### config.mk
export PLATFORM = sky130hd
export DESIGN_NAME = bar_graph_char_emitter
export DESIGN_NICKNAME = d
export VERILOG_FILES = /design/src/rtl/bgce_pkg.sv /design/src/rtl/bgce_scaler.sv /design/src/rtl/bgce_emitter.sv /design/src/rtl/bar_graph_char_emitter.sv
export SDC_FILE = /design/constraint.sdc
export NUM_CORES = 1
export LEC_CHECK = 0
export BUFFER_PORTS_ARGS = -buffer_cell sky130_fd_sc_hd__buf_2
export CORE_MARGIN = 2
export CORE_UTILIZATION = 25
export CTS_CLUSTER_DIAMETER = 30
export DETAILED_ROUTE_END_ITERATION = 16
export GPL_TIMING_DRIVEN = 0
export SYNTH_ARGS = -nofsm -noshare
export SYNTH_HDL_FRONTEND = slang
export SYNTH_SLANG_ARGS = --single-unit
### constraint.sdc
create_clock -name clock -period 4.3 [get_ports clock]
set_input_delay 0.215 -clock clock [delete_from_list [all_inputs] [get_ports clock]]
set_output_delay 0.215 -clock clock [all_outputs]
set_load 0.03 [all_outputs]
### src/rtl/bgce_pkg.sv
// ----------------------------------------------------------------------------
// Bar graph emitter package
// Shared widths, register indexes, reset values and interface types.
// ----------------------------------------------------------------------------
package bgce_pkg;

   localparam int MAX_COLS_DEF = 40;

   localparam int LEVEL_W   = 16;
   localparam int FS_W      = 16;
   localparam int NCOLS_W   = 6;
   localparam int COL_W     = 6;
   localparam int ROW_W     = 2;
   localparam int CODE_W    = 8;
   localparam int CSR_IDX_W = 3;
   localparam int CSR_DAT_W = 16;

   localparam int SUBSTEPS = 5;
   localparam logic [CODE_W-1:0] SPACE_CODE = 8'd32;

   // Register indexes
   localparam logic [CSR_IDX_W-1:0] REG_NUM_COLS    = 3'd0;
   localparam logic [CSR_IDX_W-1:0] REG_START_X     = 3'd1;
   localparam logic [CSR_IDX_W-1:0] REG_START_Y     = 3'd2;
   localparam logic [CSR_IDX_W-1:0] REG_FULL_SCALE  = 3'd3;
   localparam logic [CSR_IDX_W-1:0] REG_FILLED_CODE = 3'd4;

   // Reset values
   localparam logic [NCOLS_W-1:0] NUM_COLS_RST    = 6'd16;
   localparam logic [COL_W-1:0]   START_X_RST     = 6'd0;
   localparam logic [ROW_W-1:0]   START_Y_RST     = 2'd0;
   localparam logic [FS_W-1:0]    FULL_SCALE_RST  = 16'd100;
   localparam logic [CODE_W-1:0]  FILLED_CODE_RST = 8'd0;

   typedef struct packed {
      logic busy;
      logic done;
   } scl_status_type;

   typedef struct packed {
      logic [COL_W-1:0]  start_x;
      logic [ROW_W-1:0]  start_y;
      logic [CODE_W-1:0] filled_code;
   } disp_cfg_type;

endpackage

### src/rtl/bgce_scaler.sv
// ----------------------------------------------------------------------------
// Bar graph scaler
// Bit-serial shift-add multiply of level by cols*5, then a restoring
// divide by full scale, one quotient bit per cycle.
// ----------------------------------------------------------------------------
module bgce_scaler #(
   parameter int KW = 8
) (
   input  logic                         clock,
   input  logic                         reset,
   input  logic                         start,
   input  logic [bgce_pkg::LEVEL_W-1:0] level,
   input  logic [KW-1:0]                k,
   input  logic [bgce_pkg::FS_W-1:0]    full_scale,
   output bgce_pkg::scl_status_type     status,
   output logic [KW-1:0]                q
);
   import bgce_pkg::*;

   localparam int PW   = LEVEL_W + KW;
   localparam int CNTW = $clog2(PW);

   localparam logic [1:0] S_IDLE = 2'd0;
   localparam logic [1:0] S_MUL  = 2'd1;
   localparam logic [1:0] S_DIV  = 2'd2;

   logic [1:0]         state_ff, state_in;
   logic [CNTW-1:0]    cnt_ff, cnt_in;
   logic [LEVEL_W-1:0] lvl_ff, lvl_in;
   logic [KW-1:0]      k_ff, k_in;
   logic [FS_W-1:0]    fs_ff, fs_in;
   logic               fz_ff, fz_in;
   logic [PW-1:0]      dq_ff, dq_in;
   logic [FS_W-1:0]    rem_ff, rem_in;
   logic               done_ff, done_in;

   logic [FS_W:0] trial;
   logic [FS_W:0] diff;
   logic          fits;
   logic [PW-1:0] addend;

   always_comb begin
      trial  = {rem_ff, dq_ff[PW-1]};
      diff   = trial - {1'b0, fs_ff};
      fits   = trial >= {1'b0, fs_ff};
      addend = lvl_ff[LEVEL_W-1] ? PW'(k_ff) : '0;
   end

   always_comb begin
      state_in = state_ff;
      cnt_in   = cnt_ff;
      lvl_in   = lvl_ff;
      k_in     = k_ff;
      fs_in    = fs_ff;
      fz_in    = fz_ff;
      dq_in    = dq_ff;
      rem_in   = rem_ff;
      done_in  = 1'b0;
      unique case (state_ff)
         S_IDLE: begin
            if (start) begin
               lvl_in   = level;
               k_in     = k;
               fs_in    = full_scale;
               fz_in    = (full_scale == '0);
               dq_in    = '0;
               cnt_in   = CNTW'(LEVEL_W - 1);
               state_in = S_MUL;
            end
         end
         S_MUL: begin
            // Level bits enter MSB first.
            dq_in  = {dq_ff[PW-2:0], 1'b0} + addend;
            lvl_in = {lvl_ff[LEVEL_W-2:0], 1'b0};
            if (cnt_ff == '0) begin
               cnt_in   = CNTW'(PW - 1);
               rem_in   = '0;
               state_in = S_DIV;
            end else begin
               cnt_in = cnt_ff - 1'b1;
            end
         end
         S_DIV: begin
            // Dividend bits shift out the top while quotient bits enter below.
            rem_in = fits ? diff[FS_W-1:0] : trial[FS_W-1:0];
            dq_in  = {dq_ff[PW-2:0], fits};
            if (cnt_ff == '0) begin
               done_in  = 1'b1;
               state_in = S_IDLE;
            end else begin
               cnt_in = cnt_ff - 1'b1;
            end
         end
         default: begin
            state_in = S_IDLE;
         end
      endcase
   end

   always_ff @(posedge clock) begin
      if (reset) begin
         state_ff <= S_IDLE;
         cnt_ff   <= '0;
         done_ff  <= 1'b0;
      end else begin
         state_ff <= state_in;
         cnt_ff   <= cnt_in;
         done_ff  <= done_in;
      end
   end

   always_ff @(posedge clock) begin
      lvl_ff <= lvl_in;
      k_ff   <= k_in;
      fs_ff  <= fs_in;
      fz_ff  <= fz_in;
      dq_ff  <= dq_in;
      rem_ff <= rem_in;
   end

   assign status.busy = (state_ff != S_IDLE);
   assign status.done = done_ff;
   assign q = fz_ff ? '0 : dq_ff[KW-1:0];

endmodule

### src/rtl/bgce_emitter.sv
// ----------------------------------------------------------------------------
// Bar graph code emitter
// Walks the scaled value down five sub-steps at a time and sends the cursor,
// filled, partial and space beats through a single output register.
// ----------------------------------------------------------------------------
module bgce_emitter #(
   parameter int KW    = 8,
   parameter int CELLW = 6
) (
   input  logic                        clock,
   input  logic                        reset,
   input  logic                        go,
   input  logic [KW-1:0]               q,
   input  bgce_pkg::disp_cfg_type      cfg,
   output logic                        busy,
   output logic                        rsp_valid,
   input  logic                        rsp_stall,
   output logic                        rsp_is_cursor,
   output logic [bgce_pkg::COL_W-1:0]  rsp_column,
   output logic [bgce_pkg::ROW_W-1:0]  rsp_row,
   output logic [bgce_pkg::CODE_W-1:0] rsp_char_code,
   output logic                        rsp_last
);
   import bgce_pkg::*;

   localparam logic [2:0] ST_IDLE   = 3'd0;
   localparam logic [2:0] ST_CURSOR = 3'd1;
   localparam logic [2:0] ST_FILL   = 3'd2;
   localparam logic [2:0] ST_PART   = 3'd3;
   localparam logic [2:0] ST_SPACE  = 3'd4;

   logic [2:0]       state_ff, state_in;
   logic [KW-1:0]    q_ff, q_in;
   logic [KW-1:0]    rem_ff, rem_in;
   logic [CELLW-1:0] cells_ff, cells_in;
   logic [CELLW-1:0] newcells_ff, newcells_in;
   logic [KW-1:0]    prev_scaled_ff, prev_scaled_in;
   logic [CELLW-1:0] prev_cells_ff, prev_cells_in;

   logic              valid_ff, valid_in;
   logic              cursor_ff, cursor_in;
   logic [COL_W-1:0]  column_ff, column_in;
   logic [ROW_W-1:0]  row_ff, row_in;
   logic [CODE_W-1:0] code_ff, code_in;
   logic              last_ff, last_in;

   logic             slot_free;
   logic             emit;
   logic [KW-1:0]    rem_n;
   logic [CELLW-1:0] cells_n;
   logic [2:0]       nxt;

   assign slot_free = !valid_ff || !rsp_stall;
   assign emit      = slot_free && (state_ff != ST_IDLE);

   // Remaining sub-steps and cell position after the beat of this state.
   always_comb begin
      rem_n   = rem_ff;
      cells_n = cells_ff;
      unique case (state_ff) inside
         ST_IDLE, ST_CURSOR: begin
            rem_n   = rem_ff;
            cells_n = cells_ff;
         end
         ST_FILL: begin
            rem_n   = rem_ff - KW'(SUBSTEPS);
            cells_n = cells_ff + 1'b1;
         end
         ST_PART, ST_SPACE: begin
            rem_n   = '0;
            cells_n = cells_ff + 1'b1;
         end
         default: begin
            rem_n   = rem_ff;
            cells_n = cells_ff;
         end
      endcase
      if (rem_n >= KW'(SUBSTEPS)) begin
         nxt = ST_FILL;
      end else if (rem_n != '0) begin
         nxt = ST_PART;
      end else if (cells_n < prev_cells_ff) begin
         nxt = ST_SPACE;
      end else begin
         nxt = ST_IDLE;
      end
   end

   always_comb begin
      state_in       = state_ff;
      q_in           = q_ff;
      rem_in         = rem_ff;
      cells_in       = cells_ff;
      newcells_in    = newcells_ff;
      prev_scaled_in = prev_scaled_ff;
      prev_cells_in  = prev_cells_ff;
      cursor_in      = cursor_ff;
      column_in      = column_ff;
      row_in         = row_ff;
      code_in        = code_ff;
      last_in        = last_ff;

      if (emit) begin
         valid_in = 1'b1;
      end else if (!rsp_stall) begin
         valid_in = 1'b0;
      end else begin
         valid_in = valid_ff;
      end

      if (state_ff == ST_IDLE) begin
         if (go && (q != prev_scaled_ff)) begin
            q_in     = q;
            rem_in   = q;
            cells_in = '0;
            state_in = ST_CURSOR;
         end
      end else if (emit) begin
         cursor_in = (state_ff == ST_CURSOR);
         column_in = (state_ff == ST_CURSOR) ? cfg.start_x : '0;
         row_in    = (state_ff == ST_CURSOR) ? cfg.start_y : '0;
         unique case (state_ff)
            ST_FILL:  code_in = cfg.filled_code;
            ST_PART:  code_in = CODE_W'(rem_ff[2:0]);
            ST_SPACE: code_in = SPACE_CODE;
            default:  code_in = '0;
         endcase
         last_in  = (nxt == ST_IDLE);
         rem_in   = rem_n;
         cells_in = cells_n;
         state_in = nxt;
         // The bar's own cell count is fixed once the content beats are done.
         if (state_ff != ST_SPACE && nxt != ST_FILL && nxt != ST_PART) begin
            newcells_in = cells_n;
         end
         if (nxt == ST_IDLE) begin
            prev_scaled_in = q_ff;
            prev_cells_in  = (state_ff == ST_SPACE) ? newcells_ff : cells_n;
         end
      end
   end

   always_ff @(posedge clock) begin
      if (reset) begin
         state_ff       <= ST_IDLE;
         valid_ff       <= 1'b0;
         prev_scaled_ff <= '0;
         prev_cells_ff  <= '0;
      end else begin
         state_ff       <= state_in;
         valid_ff       <= valid_in;
         prev_scaled_ff <= prev_scaled_in;
         prev_cells_ff  <= prev_cells_in;
      end
   end

   always_ff @(posedge clock) begin
      q_ff        <= q_in;
      rem_ff      <= rem_in;
      cells_ff    <= cells_in;
      newcells_ff <= newcells_in;
      cursor_ff   <= cursor_in;
      column_ff   <= column_in;
      row_ff      <= row_in;
      code_ff     <= code_in;
      last_ff     <= last_in;
   end

   assign busy          = (state_ff != ST_IDLE);
   assign rsp_valid     = valid_ff;
   assign rsp_is_cursor = cursor_ff;
   assign rsp_column    = column_ff;
   assign rsp_row       = row_ff;
   assign rsp_char_code = code_ff;
   assign rsp_last      = last_ff;

endmodule

### src/rtl/bar_graph_char_emitter.sv
// ----------------------------------------------------------------------------
// Bar graph character emitter
// Scales a level to a bar of character cells and emits display commands.
// ----------------------------------------------------------------------------
// Usage:
// The req channel takes one 16-bit level per beat. A level above full scale
// is taken and dropped. Otherwise the level is multiplied bit-serially by
// cols*5 and then divided by full scale one quotient bit a cycle, and the
// first rsp beat follows the divide. If the scaled value matches the last
// one drawn, no beats follow and the next req beat is taken once the
// scaler has finished. Otherwise the rsp channel carries one beat per cycle
// while rsp is not stalled: a set-cursor beat, the filled and partial
// cells, then spaces that clear the old bar; rsp_last marks the final
// beat. An item yields up to 41 beats. req_stall stays high while an item
// is in progress.
// A stall on rsp holds the output register and pauses the sequencer.
// The csr channel is always ready; registers are written by index and should
// only be written while the block is idle. Reset restores the register
// defaults and forgets the previously drawn bar.
// ----------------------------------------------------------------------------
module bar_graph_char_emitter #(
   parameter int MAX_COLS = bgce_pkg::MAX_COLS_DEF
) (
   input  logic                           clock,
   input  logic                           reset,
   input  logic                           req_valid,
   output logic                           req_stall,
   input  logic [bgce_pkg::LEVEL_W-1:0]   req_level,
   output logic                           rsp_valid,
   input  logic                           rsp_stall,
   output logic                           rsp_is_cursor,
   output logic [bgce_pkg::COL_W-1:0]     rsp_column,
   output logic [bgce_pkg::ROW_W-1:0]     rsp_row,
   output logic [bgce_pkg::CODE_W-1:0]    rsp_char_code,
   output logic                           rsp_last,
   input  logic                           csr_valid,
   output logic                           csr_ready,
   input  logic [bgce_pkg::CSR_IDX_W-1:0] csr_index,
   input  logic [bgce_pkg::CSR_DAT_W-1:0] csr_data
);
   import bgce_pkg::*;

   localparam int KW    = $clog2(MAX_COLS * SUBSTEPS + 1);
   localparam int CELLW = $clog2(MAX_COLS + 1);

   logic [NCOLS_W-1:0] num_cols_ff, num_cols_in;
   logic [COL_W-1:0]   start_x_ff, start_x_in;
   logic [ROW_W-1:0]   start_y_ff, start_y_in;
   logic [FS_W-1:0]    full_scale_ff, full_scale_in;
   logic [CODE_W-1:0]  filled_code_ff, filled_code_in;

   logic [NCOLS_W-1:0] cols_sat;
   logic [KW-1:0]      k;
   logic               req_fire;
   logic               start;
   logic               emit_busy;
   logic [KW-1:0]      q;
   scl_status_type     scl_status;
   disp_cfg_type       disp_cfg;

   assign csr_ready = 1'b1;

   always_comb begin
      num_cols_in    = num_cols_ff;
      start_x_in     = start_x_ff;
      start_y_in     = start_y_ff;
      full_scale_in  = full_scale_ff;
      filled_code_in = filled_code_ff;
      if (csr_valid && csr_ready) begin
         unique case (csr_index)
            REG_NUM_COLS:    num_cols_in    = csr_data[NCOLS_W-1:0];
            REG_START_X:     start_x_in     = csr_data[COL_W-1:0];
            REG_START_Y:     start_y_in     = csr_data[ROW_W-1:0];
            REG_FULL_SCALE:  full_scale_in  = csr_data[FS_W-1:0];
            REG_FILLED_CODE: filled_code_in = csr_data[CODE_W-1:0];
            default: ;
         endcase
      end
   end

   always_ff @(posedge clock) begin
      if (reset) begin
         num_cols_ff    <= NUM_COLS_RST;
         start_x_ff     <= START_X_RST;
         start_y_ff     <= START_Y_RST;
         full_scale_ff  <= FULL_SCALE_RST;
         filled_code_ff <= FILLED_CODE_RST;
      end else begin
         num_cols_ff    <= num_cols_in;
         start_x_ff     <= start_x_in;
         start_y_ff     <= start_y_in;
         full_scale_ff  <= full_scale_in;
         filled_code_ff <= filled_code_in;
      end
   end

   // Cell count saturates at MAX_COLS; cols*5 is formed as cols*4 + cols.
   assign cols_sat = (num_cols_ff > NCOLS_W'(MAX_COLS)) ? NCOLS_W'(MAX_COLS) : num_cols_ff;
   assign k        = KW'(cols_sat) + (KW'(cols_sat) << 2);

   assign req_stall = scl_status.busy || scl_status.done || emit_busy;
   assign req_fire  = req_valid && !req_stall;
   assign start     = req_fire && (req_level <= full_scale_ff);

   assign disp_cfg.start_x     = start_x_ff;
   assign disp_cfg.start_y     = start_y_ff;
   assign disp_cfg.filled_code = filled_code_ff;

   bgce_scaler #(
      .KW(KW)
   ) u_scaler (
      .clock      (clock),
      .reset      (reset),
      .start      (start),
      .level      (req_level),
      .k          (k),
      .full_scale (full_scale_ff),
      .status     (scl_status),
      .q          (q)
   );

   bgce_emitter #(
      .KW    (KW),
      .CELLW (CELLW)
   ) u_emitter (
      .clock         (clock),
      .reset         (reset),
      .go            (scl_status.done),
      .q             (q),
      .cfg           (disp_cfg),
      .busy          (emit_busy),
      .rsp_valid     (rsp_valid),
      .rsp_stall     (rsp_stall),
      .rsp_is_cursor (rsp_is_cursor),
      .rsp_column    (rsp_column),
      .rsp_row       (rsp_row),
      .rsp_char_code (rsp_char_code),
      .rsp_last      (rsp_last)
   );

endmodule
After elaboration in Yosys (flattened, before gate mapping)
Cells that the tools add are included.
{ "word_totals": {"ff_bits": 191, "output_inout_bits": 21} }
{ "op_classes": {"n_addsub": 6, "order_cmp": 5, "eq_ne": 20, "n_mux": 37, "bitwise_logic": 2, "reduce_logical": 44} }
{ "ops": {"columns": ["cell", "n"], "rows": [
  ["$pmux 24 s3", 1],
  ["$pmux 16 s2", 2],
  ["$mux 16", 3],
  ["$mux 8", 5],
  ["$mux 6", 6],
  ["$add 24x24->24", 1],
  ["$mux 24", 1],
  ["$pmux 8 s3", 1],
  ["$reduce_and 2->1", 12],
  ["$mux 3", 6],
  ["$ge 17x16->1", 1],
  ["$le 16x16->1", 1],
  ["$logic_not 16->1", 1],
  ["$pmux 8 s2", 1],
  ["$sub 16x16->16", 1],
  ["$mux 5", 3],
  ["$pmux 5 s3", 1],
  ["$eq 3x2->1 const B", 4],
  ["$reduce_and 3->1", 4],
  ["$logic_not 3->1", 3],
  ["$add 6x8->8", 1],
  ["$ge 8x3->1 const B", 1],
  ["$ne 8x8->1", 1],
  ["$reduce_bool 2->1", 4],
  ["26 further kinds", 49]
]} }

Depth between registers and ports, before layout
Gate-level depths: netlist (run 1).
{ "depth": {"word_depth": 11, "depth_mapped": 14, "depth_no_buf": 12} }

Modules after synthesis
Synthesis (run 1) repeated with hierarchy kept, for this count alone.
{ "unflattened": {"cells_unflattened": 1029, "hier_area_um2": 10427.5} }
{ "by_module_without_submodules": {"columns": ["module", "n_inst", "cells_per_inst", "area_each_um2", "seq_area_each_um2"], "rows": [
  ["bgce_scaler", 1, 481, 5172.5, 2592.5],
  ["bgce_emitter", 1, 297, 3234.4, 1741.7],
  ["bar_graph_char_emitter", 1, 251, 2020.7, 760.7]
]} }

Worst setup path after synthesis (run 1)
Ideal clock, no wire load.
{ "synth_path": {"kind": "register to register", "startpoint": "reg full_scale_ff[9]", "endpoint": "reg u_scaler.dq_ff[0], enable pin", "setup_ns": 0.413, "t_arrival_ns": 2.785, "path_slack_ns": 1.102, "stages_incl_launch_ff": 9, "path_buffers": 0, "period_less_slack_ns": 3.198, "path_cell_list": "dfxtp_1 > inv_1 > ha_1 > a211oi_1 > o21a_1 > o22ai_1 > nor3b_1 > o21ai_0 > a21oi_1"} }
{ "synth_between": {"elab_chain_len": 4} }
{ "synth_lines": {"columns": ["item", "line", "source"], "rows": [
  ["from (decl)", "bar_graph_char_emitter.sv:49", "logic [FS_W-1:0] full_scale_ff, full_scale_in;"],
  ["from (signal assigned)", "bar_graph_char_emitter.sv:92", "full_scale_ff <= full_scale_in;"],
  ["$le 16x16->1", "bar_graph_char_emitter.sv:103", "assign start = req_fire && (req_level <= full_scale_ff);"],
  ["$logic_and 1x1->1", "bar_graph_char_emitter.sv:103", null],
  ["$ne 2x2->1 (no source line)", null, null],
  ["$reduce_and 2->1 (no source line)", null, null],
  ["to (signal assigned)", "bgce_scaler.sv:117", "dq_ff <= dq_in;"],
  ["to (decl)", "bgce_scaler.sv:33", "logic [PW-1:0] dq_ff, dq_in;"]
]} }
Every way passes these cells.
A chain may end at the register's enable or synchronous reset.

Worst setup path in the final report (run 1)
{ "layout_path": {"startpoint": "reg u_emitter.state_ff[2]", "endpoint": "reg u_emitter.state_ff[2]"} }
{ "layout_between": {"elab_chain_len": 9, "elab_cells_between_ends": 21, "classes_between": "order compare: 2; eq/ne: 4; mux: 7; reduce/logical: 8"} }
{ "layout_lines": {"columns": ["item", "line", "source"], "rows": [
  ["from (decl)", "bgce_emitter.sv:32", "logic [2:0] state_ff, state_in;"],
  ["from (signal assigned)", "bgce_emitter.sv:150", "state_ff <= state_in;"],
  ["$eq 3x3->1 (no source line) / $eq 3x2->1 (equally long branches)", null, null],
  ["$reduce_or 3->1 (no source line) (*)", null, null],
  ["$mux 6 (*)", null, null],
  ["net u_emitter.cells_n[4]", "bgce_emitter.sv:50", "logic [CELLW-1:0] cells_n;"],
  ["$lt 6x6->1 (*)", "bgce_emitter.sv:82", "end else if (cells_n < prev_cells_ff) begin"],
  ["$mux 3 (*)", "bgce_emitter.sv:82", null],
  ["$mux 3 (*)", "bgce_emitter.sv:80", "end else if (rem_n != '0) begin"],
  ["$mux 3 (*)", "bgce_emitter.sv:78", "if (rem_n >= KW'(SUBSTEPS)) begin"],
  ["$mux 3 (*)", "bgce_emitter.sv:118", "end else if (emit) begin"],
  ["$mux 3 (*)", "bgce_emitter.sv:111", "if (state_ff == ST_IDLE) begin"]
]} }
Mark *: on every way through the listed nets, which the timed path passes. The rest lies on a longest branch. The select of a mux whose other input is x is not followed.

==> flow_metrics.tcl, run 1 <==
set metrics [dict create \
    status "complete, no violations" \
    r2r_slack_ps 650 \
    syn_area_um2 10700 \
    io_buffer_count 59 \
    yosysTopAreaCellShare 0.357 \
    post_drt_wl_per_cell_um 15.3 \
    synth.most_common_cell "edfxtp_1" \
    clk_latency_ps 450 \
    post-route-drc-count 0 \
    initial_core_util 0.254 \
    cts_sinks 191 \
    core_um2 42000 \
    drive_gt1_frac 0.117 \
    place_ws_ps 738 \
    setup_viol 0 \
    grt_pass1_vias 8180 \
    synth_area_leaders "edfxtp_1 (36%), dfxtp_1 (12%), ha_1 (6.4%)" \
    synth_cells 1098 \
    tightest_slew_ps 943 \
    synth_top_cells_by_count "edfxtp_1 (127), nand2_1 (102), a21oi_1 (96)" \
    maxCapViolations 0 \
    final.fill_count 4369 \
    synth-edff-count 127 \
    overflow 0 \
    path_class "register to register" \
    die_h_um 211 \
    vias 8469 \
    hpwl_mm 19.9 \
    crit_path_max_fanout 10 \
    gr-usage-all-layers 0.121 \
    ctsRootBufferMaster "clkbuf_16" \
    p_leak_nw 4.53 \
    drt-pass1-iter-count 5 \
    rsz0062_at_grt "false" \
    avgSynthCellArea_um2 9.74 \
    worst_slack_ps 648 \
    synth_seq_cells 191 \
    clk_pin_slew_worst_paths_ps 70 \
    finalClockSkew_ps 15.1 \
    power_density_nw_per_um2 636 \
    ant_nets 0 \
    async_reset_ff_frac 0 \
    arrival_ps 4010 \
    fin_tns_setup_ps 0 \
    grt_pass1_wl_mm 42.7 \
    yosysSeqAreaShare 0.477 \
    postCtsSetupRepairBufs 0 \
    viasPerCell 4.89 \
    ys_warn_count 0 \
    finalMaxSlewViolations 0 \
    place.gp.congestion 0.824 \
    hold_viol_final 0 \
    clockBufferDepth 2 \
    finalCriticalPeriod_ps 3650 \
    fmax_ghz 0.274 \
    antenna_found_initial 0 \
    io_pins 61 \
    cts_inserted_buffers 17 \
    syn_nets 1196 \
    cp-start-kind "register" \
    diodes 0 \
    synth_largest_area_cell "edfxtp_1" \
    ys.flop_type "edfxtp_1" \
    min_path_type "primary input to register" \
    die_w_um 211 \
    slew_headroom 0.363 \
    post-route-period-util 0.849 \
    grt_max_degree 26 \
    synth_cell_types 79 \
    fin_nets 1279 \
    drt-initial-drc-count 574 \
    cts_tree "built" \
    area_delta_synth_final_pct 15.5 \
    die_area_um2 44400 \
    routed_wl_mm 26.5 \
    required_ps 4650 \
    htreeDepth 4 \
    rows 75 \
    ir_worst_vdd_v 0.000412 \
    end_kind "register" \
]
-- worst max-delay path: stages (launching register included) --
cell	delay, ps
dfxtp_1	480
or3b_1	400
buf_6	160
nand2_8	100
nand4_1	130
xnor2_1	400
ha_1	340
a21o_1	180
a21o_1	210
o41ai_2	580
buf_2	340
nand3_1	100
a21oi_1	160
-- stage by stage --
stage,util,std cells,hold WS (ps),total power [W],instance area [um^2]
3_3_place_gp,0.277,1696,445,0.00609,11700
6_report,0.294,1733,17.1,0.00785,12300
2_1_floorplan,-,1098,351,0.00527,10700
5_1_grt,0.294,1733,11.9,0.00838,12300
4_1_cts,0.294,1733,5.60,0.00787,12300
3_5_place_dp,0.279,1699,453,0.00620,11700
-- layer usage --
layer / track usage / up-vias / routed length [um]
met5: 0 / - / 0
met4: 0.0396 / 0 / 400
met3: 0.0245 / 34 / 1090
met2: 0.199 / 173 / 12500
met1: 0.159 / 4104 / 12600
li1: - / 4158 / -
-- kinds of logic after synthesis --
group,synth area share
buf+inv,0.0438
flops,0.477
other cells,0.000351
compound gates,0.165
simple gates,0.185
xor+xnor,0.0245
fa+ha+maj,0.0700
mux,0.0345
-- registers in the layout, indices dropped and copies added (netlist names), 6 cells and up --
register                  count
u_scaler.lvl_ff              16
start_x_ff                    6
u_scaler.rem_ff              16
u_emitter.prev_cells_ff       6
filled_code_ff                8
u_scaler.dq_ff               24
u_emitter.q_ff                8
u_scaler.fs_ff               16
u_emitter.rem_ff              8
u_emitter.rsp_char_code       8
u_emitter.rsp_column          6
u_emitter.newcells_ff         6
num_cols_ff                   6
u_emitter.cells_ff            6
full_scale_ff                16
u_scaler.k_ff                 8
u_emitter.prev_scaled_ff      8
-- path summary, 6_finish.rpt --
path,from,cells past startpoint,to
setup / recovery,u_emitter.state_ff[2],12,u_emitter.state_ff[2]
hold / removal,csr_data[10],3,full_scale_ff[10]
setup reg to reg,u_emitter.state_ff[2],12,u_emitter.state_ff[2]
hold reg to reg,num_cols_ff[2],2,num_cols_ff[2]
-- final cells by class --
cell class,instances,area [um^2],area share
multi-input combinational,790,5140,0.416
sequential,191,5090,0.413
tap,539,674,0.0546
clock buffer,23,522,0.0423
timing repair buffer,64,357,0.0289
buffer,56,239,0.0194
inverter,61,229,0.0185
clock inverter,9,90.1,0.00730
-- where the power goes --
part	total, W	internal [W]	switching, W	leakage (nW)
combinational	0.00330	0.00118	0.00211	2.50
clock	0.00166	0.000927	0.000729	0.306
sequential	0.00289	0.00257	0.000328	1.72
total	0.00785	0.00468	0.00317	4.53
-- repair_timing --
item	CTS	global route
endpoints found under the hold margin	2	0
resized for setup	0	0
hold buffers	2	0
-- cell usage in the layout, fill, tap and decap left out, types with 21 or more instances in the layout --
| cell type | instances |
|---|---|
| ha_1 | 55 |
| dfxtp_1 | 64 |
| edfxtp_1 | 127 |
| nor2b_1 | 30 |
| inv_1 | 61 |
| nand4_1 | 21 |
| nand3_1 | 28 |
| clkbuf_1 | 46 |
| and2_1 | 29 |
| buf_2 | 64 |
| o21ai_0 | 70 |
| a21oi_1 | 94 |
| nand2_1 | 102 |
| nor2_1 | 78 |
Power figures use the tool's default switching activity.
==> inputs of run 2 (changes only) <==
==> constraint.sdc (replaced) <==
create_clock -name clock -period 3.5 [get_ports clock]
set_input_delay 0.175 -clock clock [delete_from_list [all_inputs] [get_ports clock]]
set_output_delay 0.175 -clock clock [all_outputs]
set_load 0.03 [all_outputs]
==> flow_metrics.tcl, run 2 (synthesis gave the netlist of run 1 again) <==
set metrics [dict create \
    setup_viol 0 \
    p_leak_nw 4.56 \
    status "complete, no violations" \
    fin_area_um2 12500 \
    clk_pin_slew_worst_paths_ps 70 \
    largest_register_ffs 24 \
    tightest_slew_ps 957 \
    cts_tree "built" \
    seqPwrFrac 0.367 \
    overflow 0 \
    viasPerCell 4.91 \
    fin_nets 1286 \
    stdcell_count 1740 \
    worst_slack_ps 187 \
    die_w_um 211 \
    clkPwrFrac 0.209 \
    cts_inserted_buffers 17 \
    grt_max_degree 26 \
    finalMaxSlewViolations 0 \
    drt-initial-drc-count 626 \
    htreeDepth 4 \
    postCtsSetupRepairBufs 0 \
    cp-start-kind "register" \
    final.fill_count 4362 \
    drt-pass1-iter-count 7 \
    diodes 0 \
    finalClockSkew_ps 13.0 \
    io_pins 61 \
    mostFrequentLayoutCells "edfxtp_1 (127), nand2_1 (102), a21oi_1 (94), nor2_1 (78), o21ai_0 (69)" \
    intPower_w 0.00578 \
    cts_sinks 191 \
    gr-usage-all-layers 0.122 \
    place.gp.congestion 0.824 \
    place_area_um2 11700 \
    area_delta_synth_final_pct 16.5 \
    ctsRootBufferMaster "clkbuf_16" \
    finalCriticalPeriod_ps 3310 \
    die_area_um2 44400 \
    grt_pass1_wl_mm 43.0 \
    clockBufferDepth 2 \
    vias 8540 \
    ir_worst_vdd_v 0.000506 \
    drive_gt1_frac 0.122 \
    fin_tns_setup_ps 0 \
    min_path_type "primary input to register" \
    core_um2 42000 \
    required_ps 3680 \
    pwr-share-comb 0.424 \
    fmax_ghz 0.302 \
    multi_input_area_um2 5170 \
    initial_core_util 0.254 \
    seqCellArea_um2 5100 \
    crit_path_max_fanout 10 \
    regMostFlops "u_scaler.dq_ff" \
    path_class "register to register" \
    slew_headroom 0.354 \
    post-route-period-util 0.946 \
    maxCapViolations 0 \
    grt_pass1_vias 8188 \
    final_common_cell "edfxtp_1" \
    routed_wl_mm 26.7 \
    swShare 0.404 \
    ant_nets 0 \
    switchingPower_w 0.00392 \
    io_buffer_count 59 \
    rsz0062_at_grt "false" \
    hold_viol_final 0 \
    rows 75 \
    power_density_nw_per_um2 779 \
    antenna_found_initial 0 \
    place_ws_ps -62.0 \
    clk_latency_ps 440 \
    dpl.cell_count 1699 \
    die_h_um 211 \
    post_drt_wl_per_cell_um 15.4 \
    arrival_ps 3500 \
    end_kind "register" \
    post-route-drc-count 0 \
    hpwl_mm 19.9 \
]
[run 2: changes by cell type in the layout (fill, tap and decap cells not counted), moves of 2 or more]
cell,change
dlygate4sd3_1,+6
clkinvlp_4,+2
xnor2_1,-2
xnor2_2,+2
[run 2: worst max-delay path: stages (launching register included)]
cell	delay, ps
edfxtp_1	460
and2_1	190
ha_1	170
inv_1	50
fa_1	400
nor2b_1	140
o21a_1	140
o21ai_0	140
a21boi_1	520
clkbuf_1	440
a21oi_1	120
o21ai_0	160
o21ai_0	120
[run 2: final cells by class]
type                    instances  share of cell area
plain buffers                  56              0.0194
repair buffers                 70              0.0335
well taps                     539              0.0541
clock buffers                  23              0.0419
clock inverters                 9             0.00723
multi-input cells             790               0.415
inverters                      61              0.0187
repair inverters                1            0.000603
flip-flops and latches        191               0.409
[run 2: metrics by stage]
step           total power [W]   util  hold slack [ps]
3_3_place_gp           0.00748  0.277              421
5_1_grt                 0.0104  0.296             17.1
6_report               0.00971  0.296             22.6
2_1_floorplan          0.00648      -              311
3_5_place_dp           0.00762  0.279              424
4_1_cts                0.00971  0.295             15.0
[run 2: power groups by stage]
stage	Combinational [W]	Clock [W]	Sequential, W
2_1_floorplan	0.00284	0	0.00364
3_3_place_gp	0.00388	0	0.00360
3_5_place_dp	0.00403	0	0.00359
4_1_cts	0.00409	0.00207	0.00355
5_1_grt	0.00458	0.00215	0.00363
6_report	0.00411	0.00203	0.00356
[run 2: routing by layer]
layer  part of all wire  vias to the layer above  track usage
li1                   -                     4174            -
met2               0.47                      197        0.200
met3              0.039                       24       0.0245
met1               0.47                     4145        0.160
met4              0.012                        0       0.0396
met5                  0                        -            0
[run 2: path summary, 6_finish.rpt]
| kind | startpoint | end | slack (ps) | cells after the start |
|---|---|---|---|---|
| worst max-delay path | u_scaler.lvl_ff[15] | u_scaler.dq_ff[9] | 190 | 12 |
| worst min-delay path | csr_data[6] | filled_code_ff[6] | 20 | 3 |
| worst max register to register | u_scaler.lvl_ff[15] | u_scaler.dq_ff[9] | 190 | 12 |
| worst min register to register | num_cols_ff[2] | num_cols_ff[2] | 460 | 2 |
[run 2: what timing repair did]
| action | CTS | global route |
|---|---|---|
| pin swaps | 0 | 1 |
| hold buffers | 8 | 0 |
| cloned | 0 | 1 |
| resized for setup | 1 | 8 |
| setup endpoints to repair | 10 | 39 |
| hold endpoints to repair | 8 | 0 |
